===== config.mk =====
export PLATFORM = sky130hd
export DESIGN_NAME = sha1_message_digest
export DESIGN_NICKNAME = d
export VERILOG_FILES = /design/src/rtl/core/sha1_pkg.sv /design/src/rtl/core/sha1_round.sv /design/src/rtl/core/sha1_message_digest.sv
export SDC_FILE = /design/constraint.sdc
export NUM_CORES = 2
export LEC_CHECK = 0
export CAP_MARGIN = 15
export CORE_UTILIZATION = 25
export DETAILED_ROUTE_END_ITERATION = 8
export DONT_BUFFER_PORTS = 1
export PLACE_DENSITY = 0.36
export SLEW_MARGIN = 20
export SYNTH_ARGS = -nofsm -noshare
export SYNTH_HDL_FRONTEND = slang
export SYNTH_HIERARCHICAL = 1
export SYNTH_SLANG_ARGS = --single-unit

===== constraint.sdc =====
create_clock -name i_clk -period 33.4 [get_ports i_clk]
set_clock_uncertainty 0.1 [all_clocks]
set_input_delay 1.67 -clock i_clk [delete_from_list [all_inputs] [get_ports i_clk]]
set_output_delay 1.67 -clock i_clk [all_outputs]
set_load 0.05 [all_outputs]

===== src/rtl/core/sha1_pkg.sv =====
package sha1_pkg;

    localparam int NUM_WORDS = 5;
    localparam int BLK_WORDS = 16;
    localparam int ROUNDS    = 80;

    typedef logic [31:0] t_word;
    typedef t_word [NUM_WORDS-1:0] t_wv;
    typedef t_word [BLK_WORDS-1:0] t_line;

    localparam t_wv H_INIT = {32'hC3D2E1F0, 32'h10325476, 32'h98BADCFE,
                              32'hEFCDAB89, 32'h67452301};

    localparam t_word K_0 = 32'h5A827999;
    localparam t_word K_1 = 32'h6ED9EBA1;
    localparam t_word K_2 = 32'h8F1BBCDC;
    localparam t_word K_3 = 32'hCA62C1D6;

    localparam logic [7:0] PAD_BYTE   = 8'h80;
    localparam logic [6:0] LAST_ROUND = 7'(ROUNDS - 1);
    localparam logic [2:0] LAST_IDX   = 3'(NUM_WORDS - 1);

    typedef enum logic [2:0] {
        ST_IDLE,
        ST_ROUND,
        ST_ADD,
        ST_PAD_FIRST,
        ST_PAD_FILL,
        ST_LEN_HI,
        ST_LEN_LO,
        ST_OUT
    } t_state;

    function automatic t_word rotl(input t_word x, input int n);
        return (x << n) | (x >> (32 - n));
    endfunction

endpackage


===== src/rtl/core/sha1_round.sv =====
module sha1_round (
    input  logic [6:0]    i_round,
    input  sha1_pkg::t_wv i_wv,
    input  sha1_pkg::t_word i_w,
    output sha1_pkg::t_wv o_wv
);
    import sha1_pkg::*;

    t_word f;
    t_word k;
    t_word b, c, d;

    assign b = i_wv[1];
    assign c = i_wv[2];
    assign d = i_wv[3];

    always_comb begin
        case (i_round) inside
            [7'd0:7'd19]: begin
                f = (b & c) | (~b & d);
                k = K_0;
            end
            [7'd20:7'd39]: begin
                f = b ^ c ^ d;
                k = K_1;
            end
            [7'd40:7'd59]: begin
                f = (b & c) | (b & d) | (c & d);
                k = K_2;
            end
            default: begin
                f = b ^ c ^ d;
                k = K_3;
            end
        endcase
    end

    always_comb begin
        o_wv[0] = rotl(i_wv[0], 5) + f + i_wv[4] + k + i_w;
        o_wv[1] = i_wv[0];
        o_wv[2] = rotl(b, 30);
        o_wv[3] = c;
        o_wv[4] = d;
    end

endmodule


===== src/rtl/core/sha1_message_digest.sv =====
// SHA-1 digest of a byte stream, one message byte per input item (tuser flags
// that tdata holds a byte, tlast ends the message). The item that completes a
// 64-byte block holds the input off for the 80 rounds through the single
// shared round unit, one per cycle, then the add into the chaining words. The
// final item triggers padding, pushed into the schedule line one word a
// cycle (with one idle step just before the two length words), followed by
// one or two such compressions; the five digest words then leave most
// significant first, one per accepted output item, and the block is ready
// for the next message.
module sha1_message_digest (
    input  logic        i_clk,
    input  logic        i_rst_n,
    input  logic        i_s_axis_tvalid,
    output logic        o_s_axis_tready,
    input  logic [7:0]  i_s_axis_tdata,   // data_byte
    input  logic [0:0]  i_s_axis_tuser,   // byte_present
    input  logic        i_s_axis_tlast,   // last_byte
    output logic        o_m_axis_tvalid,
    input  logic        i_m_axis_tready,
    output logic [31:0] o_m_axis_tdata,   // digest_word
    output logic [2:0]  o_m_axis_tuser,   // word_index
    output logic        o_m_axis_tlast    // last_word
);
    import sha1_pkg::*;

    t_state      r_state, n_state;
    t_state      r_ret;
    t_state      ret_sel;
    t_wv         r_h;
    t_wv         r_wv;
    t_wv         round_wv;
    t_line       r_line, n_line;
    logic [6:0]  r_round;
    logic [23:0] r_acc;
    logic [60:0] r_cnt;
    logic [3:0]  r_wcnt;
    logic [2:0]  r_oidx;

    logic        s_acc;
    logic        m_acc;
    logic        byte_in;
    logic        push;
    logic        full;
    t_word       push_word;
    t_word       pad_word;
    t_word       expand;

    assign s_acc   = i_s_axis_tvalid && o_s_axis_tready;
    assign m_acc   = o_m_axis_tvalid && i_m_axis_tready;
    assign byte_in = s_acc && i_s_axis_tuser[0];

    // schedule line: r_line[0] is the word used by the current round
    assign expand = rotl(r_line[13] ^ r_line[8] ^ r_line[2] ^ r_line[0], 1);

    sha1_round u_round (
        .i_round (r_round),
        .i_wv    (r_wv),
        .i_w     (r_line[0]),
        .o_wv    (round_wv)
    );

    // 0x80 lands right after the bytes still waiting in the accumulator
    always_comb begin
        case (r_cnt[1:0])
            2'd0:    pad_word = {PAD_BYTE, 24'h0};
            2'd1:    pad_word = {r_acc[7:0], PAD_BYTE, 16'h0};
            2'd2:    pad_word = {r_acc[15:0], PAD_BYTE, 8'h0};
            default: pad_word = {r_acc, PAD_BYTE};
        endcase
    end

    // word pushes into the schedule line and where to go after a compression
    always_comb begin
        push      = 1'b0;
        push_word = '0;
        ret_sel   = r_ret;
        case (r_state)
            ST_IDLE: begin
                push      = byte_in && (r_cnt[1:0] == 2'd3);
                push_word = {r_acc, i_s_axis_tdata};
                ret_sel   = i_s_axis_tlast ? ST_PAD_FIRST : ST_IDLE;
            end
            ST_PAD_FIRST: begin
                push      = 1'b1;
                push_word = pad_word;
                ret_sel   = ST_PAD_FILL;
            end
            ST_PAD_FILL: begin
                push    = (r_wcnt != 4'd14);
                ret_sel = ST_PAD_FILL;
            end
            ST_LEN_HI: begin
                push      = 1'b1;
                push_word = r_cnt[60:29];
            end
            ST_LEN_LO: begin
                push      = 1'b1;
                push_word = {r_cnt[28:0], 3'b000};
                ret_sel   = ST_OUT;
            end
            default: begin
                push = 1'b0;
            end
        endcase
        full = push && (r_wcnt == 4'd15);
    end

    always_comb begin
        n_state = r_state;
        case (r_state)
            ST_IDLE: begin
                if (s_acc) begin
                    if (full)
                        n_state = ST_ROUND;
                    else if (i_s_axis_tlast)
                        n_state = ST_PAD_FIRST;
                end
            end
            ST_ROUND: begin
                if (r_round == LAST_ROUND)
                    n_state = ST_ADD;
            end
            ST_ADD:       n_state = r_ret;
            ST_PAD_FIRST: n_state = full ? ST_ROUND : ST_PAD_FILL;
            ST_PAD_FILL: begin
                if (r_wcnt == 4'd14)
                    n_state = ST_LEN_HI;
                else if (full)
                    n_state = ST_ROUND;
            end
            ST_LEN_HI:    n_state = ST_LEN_LO;
            ST_LEN_LO:    n_state = ST_ROUND;
            ST_OUT: begin
                if (m_acc && r_oidx == LAST_IDX)
                    n_state = ST_IDLE;
            end
            default:      n_state = ST_IDLE;
        endcase
    end

    always_comb begin
        o_s_axis_tready = (r_state == ST_IDLE);
        o_m_axis_tvalid = (r_state == ST_OUT);
        o_m_axis_tdata  = r_h[r_oidx];
        o_m_axis_tuser  = r_oidx;
        o_m_axis_tlast  = (r_oidx == LAST_IDX);
    end

    always_comb begin
        n_line = r_line;
        if (r_state == ST_ROUND)
            n_line = {expand, r_line[BLK_WORDS-1:1]};
        else if (push)
            n_line = {push_word, r_line[BLK_WORDS-1:1]};
    end

    always_ff @(posedge i_clk) begin
        if (!i_rst_n) begin
            r_state <= ST_IDLE;
            r_ret   <= ST_IDLE;
            r_h     <= H_INIT;
            r_cnt   <= '0;
            r_wcnt  <= '0;
            r_round <= '0;
            r_oidx  <= '0;
        end else begin
            r_state <= n_state;
            if (full)
                r_ret <= ret_sel;
            if (push)
                r_wcnt <= r_wcnt + 4'd1;
            if (byte_in)
                r_cnt <= r_cnt + 61'd1;
            if (r_state == ST_ROUND)
                r_round <= (r_round == LAST_ROUND) ? 7'd0 : r_round + 7'd1;
            if (r_state == ST_ADD) begin
                for (int i = 0; i < NUM_WORDS; i++)
                    r_h[i] <= r_h[i] + r_wv[i];
            end
            if (m_acc) begin
                if (r_oidx == LAST_IDX) begin
                    r_oidx <= '0;
                    r_h    <= H_INIT;
                    r_cnt  <= '0;
                    r_wcnt <= '0;
                end else begin
                    r_oidx <= r_oidx + 3'd1;
                end
            end
        end
    end

    always_ff @(posedge i_clk) begin
        r_line <= n_line;
        if (byte_in)
            r_acc <= {r_acc[15:0], i_s_axis_tdata};
        if (full)
            r_wv <= r_h;
        else if (r_state == ST_ROUND)
            r_wv <= round_wv;
    end

    a_ready_valid_excl: assert property (@(posedge i_clk) disable iff (!i_rst_n)
        o_s_axis_tready |-> !o_m_axis_tvalid)
        else $error("input ready while digest output is valid");

    a_round_idle: assert property (@(posedge i_clk) disable iff (!i_rst_n)
        (r_state != ST_ROUND) |-> (r_round == 7'd0))
        else $error("round counter nonzero outside compression");

    a_round_range: assert property (@(posedge i_clk) disable iff (!i_rst_n)
        r_round <= LAST_ROUND)
        else $error("round counter out of range");

    a_back_to_idle: assert property (@(posedge i_clk) disable iff (!i_rst_n)
        (m_acc && o_m_axis_tlast) |=> (o_s_axis_tready && r_cnt == 61'd0))
        else $error("block not cleared after final digest word");

    a_full_from_push: assert property (@(posedge i_clk) disable iff (!i_rst_n)
        (r_state != ST_ROUND && n_state == ST_ROUND) |-> full)
        else $error("compression started without a full block");

endmodule

==> metrics.md <==
| Metric | Value |
|---|---|
| Worst Setup End Kind | `register` |
| DR WL/cell | `22.3 um` |
| Vias in the first global route | `32,263` |
| Die ar. | `0.197 sq mm` |
| Slew HR | `22.5%` |
| GPL Wtd Cong | `0.845` |
| Fin. Hold Viols | `0` |
| Slowest stage cell, crit path | `fa_1` |
| Grt ovf | `0` |
| Number of synthesized flops with an enable pin | `696` |
| Final Max Tran Viols | `0` |
| Vert. Die Dim | `444 um` |
| Routed vias | `32,383` |
| CTS max path bufs | `3` |
| DRT antenna net count | `0` |
| Final setup violation count | `0` |
| Routed Wire Length | `155 mm` |
| Cell Area, Synth | `0.0488 sq mm` |
| GRT Overall Usage | `15.6%` |
| Peak supply drop | `0.0809 mV` |
| Commonest non-fill, non-tap cell in the layout | `nand2_1` |
| Share of cells above drive strength 1 | `6.77%` |
| Area delta synth->final | `11.8%` |
| CTS hold repair buffers | `0` |
| DP HPWL | `110 mm` |
| Clock-pin slew on the worst setup and hold paths | `0.06 ns` |
| Fmax achieved | `0.161 GHz` |
| Chip Width | `444 um` |
| Cell variety after synth | `84` |
| Post_cts resized | `0` |
| Global-route wire length before repair | `228 mm` |
| Initial antenna violation count | `1` |
| Critical Path AT | `6.74 ns` |
| Outcome | `finished, final reports clean` |
| Largest net degree at the start of global routing | `190` |
| Mapped Avg Cell Area | `10.9 sq um` |
| Max cap viols | `0` |
| Reg area | `0.0257 sq mm` |
| Yosys Warn Count | `6` |
| Root Buffer Master | `clkbuf_16` |
| Mapped Cells | `4,462` |
| Post-synth ARST share | `0%` |
| HP Class | `reg2reg` |
| Pleak | `20.4 nW` |
| Fillers | `20,055` |
| Final min period | `6.22 ns` |
| Final Power | `6.70 mW` |
| Final routed DRC violation total | `0` |
| Vias per cell | `4.66` |
| Iteration-0 DRC Markers | `2,377` |
| CTS tree | `built` |
| Worst-margin pin slew | `1.16 ns` |
| Worst skew pair latency | `0.78 ns` |
| Row count | `161` |
| Area contributors post-synth | `edfxtp_1, dfxtp_1, nand2_1` |
| Initial DRT Pass Iterations | `5` |
| Top fanout value on the critical path | `31` |
| Setup Buffers After CTS | `0` |
| I/O Pins | `52` |
| Yosys reg bits | `936` |
| Crit path launch type | `register` |
| Sequential area share after synthesis | `52.7%` |
| Prevailing post-synth register cell | `edfxtp_1` |
| CP Cell Sequence | `or2_1, or2_1, buf_4, inv_2, nor2_8, inv_4, nor2_1, nor2_1, fa_1, fa_1, inv_1, fa_1, a21o_1, a221oi_2, o21ai_1, a211oi_1, a21oi_1, a221o_1, nor4_2, nand2_1, nand2_1` |
| Core area | `0.193 sq mm` |
| IO Port Bufs | `0` |
| RSZ-0062 raised after global routing | `no` |
| Crit path kind | `reg2reg` |
| Crit share post-route | `18.6%` |
| Crit-path most repeated cell | `fa_1` |
| Final TNS setup | `0 ns` |
| Layout Nets | `4,661` |
| CP peak stage delay | `0.51 ns` |
| Total clock sinks | `936` |
| Multi-input combinational cell area | `0.0206 sq mm` |
| Top cell type's share of synthesized area | `42.8%` |
| Critical Path RT | `33.93 ns` |
| Commonest cells after routing, fill and taps aside | `nand2_1, edfxtp_1, a21oi_1` |
| Initial core utilization | `25.2%` |
| Largest area contributor in the netlist | `edfxtp_1` |
| H-tree depth | `3` |
| Power Density | `123 mW/mm^2` |
| CTS Buf Count | `112` |
| Mapped Nets | `4,803` |
-- cell usage after synthesis (24+ instances only) --
library cell / number
a22oi_1: 33
o211ai_1: 64
fa_1: 125
nand3_1: 93
a21oi_1: 269
mux2i_1: 38
xor2_1: 115
mux4_2: 32
a211oi_1: 32
buf_4: 129
inv_1: 254
edfxtp_1: 696
dfxtp_1: 240
and3_1: 32
a31oi_1: 24
o21ai_0: 201
clkbuf_1: 153
xnor2_1: 196
nand2_1: 829
o21bai_1: 36
a21o_1: 82
nand4_1: 33
nor2_1: 211
ha_1: 202
-- registers in the layout, summed over array words and instances (netlist names) --
signal,count
o_m_axis_tuser,3
r_acc,24
r_cnt,61
r_h,160
r_line,512
r_ret,2
r_round,7
r_state,3
r_wcnt,4
r_wv,160
-- where the power goes --
part | internal (mW) | leakage, nW | switching [mW]
Clock | 0.707 | 1.77 | 0.529
Combinational | 1.29 | 10.3 | 2.05
Sequential | 1.84 | 8.42 | 0.286
Total | 3.83 | 20.4 | 2.87
-- metal layers --
layer	track usage, %	share of wire, %
met4	3.90	2.2
met1	21.2	47
met5	0	0
met3	1.96	2.8
met2	26.3	48
-- critical path, delay by kind of cell, from the launching register on --
family	cells	cell delay [ns]
flip-flops	1	0.47
AND/OR/NAND/NOR	8	1.34
buffers and inverters	4	0.90
adder cells (fa/ha/maj)	3	1.42
AO/OA/AOI/OAI	6	1.83
-- area by class of cell --
class | instances | area share, %
clock buffer | 157 | 5.69
timing repair buffer | 45 | 0.702
antenna | 1 | 0.00459
multi-input combinational | 2968 | 37.8
sequential | 936 | 47.1
tap | 2526 | 5.79
inverter | 257 | 1.77
clock inverter | 55 | 1.13
-- cell families after synthesis --
kind of cell | after synthesis | synth area share, %
buf+inv | 558 | 5.33
fa+ha+maj | 327 | 10.3
compound gates | 906 | 11.8
simple gates | 1353 | 12.0
mux | 70 | 2.26
xor+xnor | 312 | 5.63
flops | 936 | 52.7
-- stage by stage --
step | setup WS (ns) | instances | instance area, sq um | hold WS (ns) | util [%]
floorplan | 19.12 | 4462 | 48800 | 0.300 | -
global placement | 27.20 | 6732 | 50800 | 0.300 | 26.3
detailed placement | 27.05 | 6732 | 50800 | 0.305 | 26.3
CTS | 27.02 | 6944 | 54500 | 0.300 | 28.2
global route | 26.65 | 6944 | 54500 | 0.320 | 28.2
finish | 27.18 | 6945 | 54500 | 0.311 | 28.2
-- path summary, 6_finish.rpt --
kind	start	endpoint	slack [ns]	cells past startpoint
setup / recovery	r_round[6]	r_wv[31]	27.18	21
hold / removal	r_line[490]	r_line[458]	0.31	0
hold reg to reg	r_line[490]	r_line[458]	0.31	0
setup reg to reg	r_round[6]	r_wv[31]	27.18	21
Note: power is estimated with default switching activity, not from simulation.
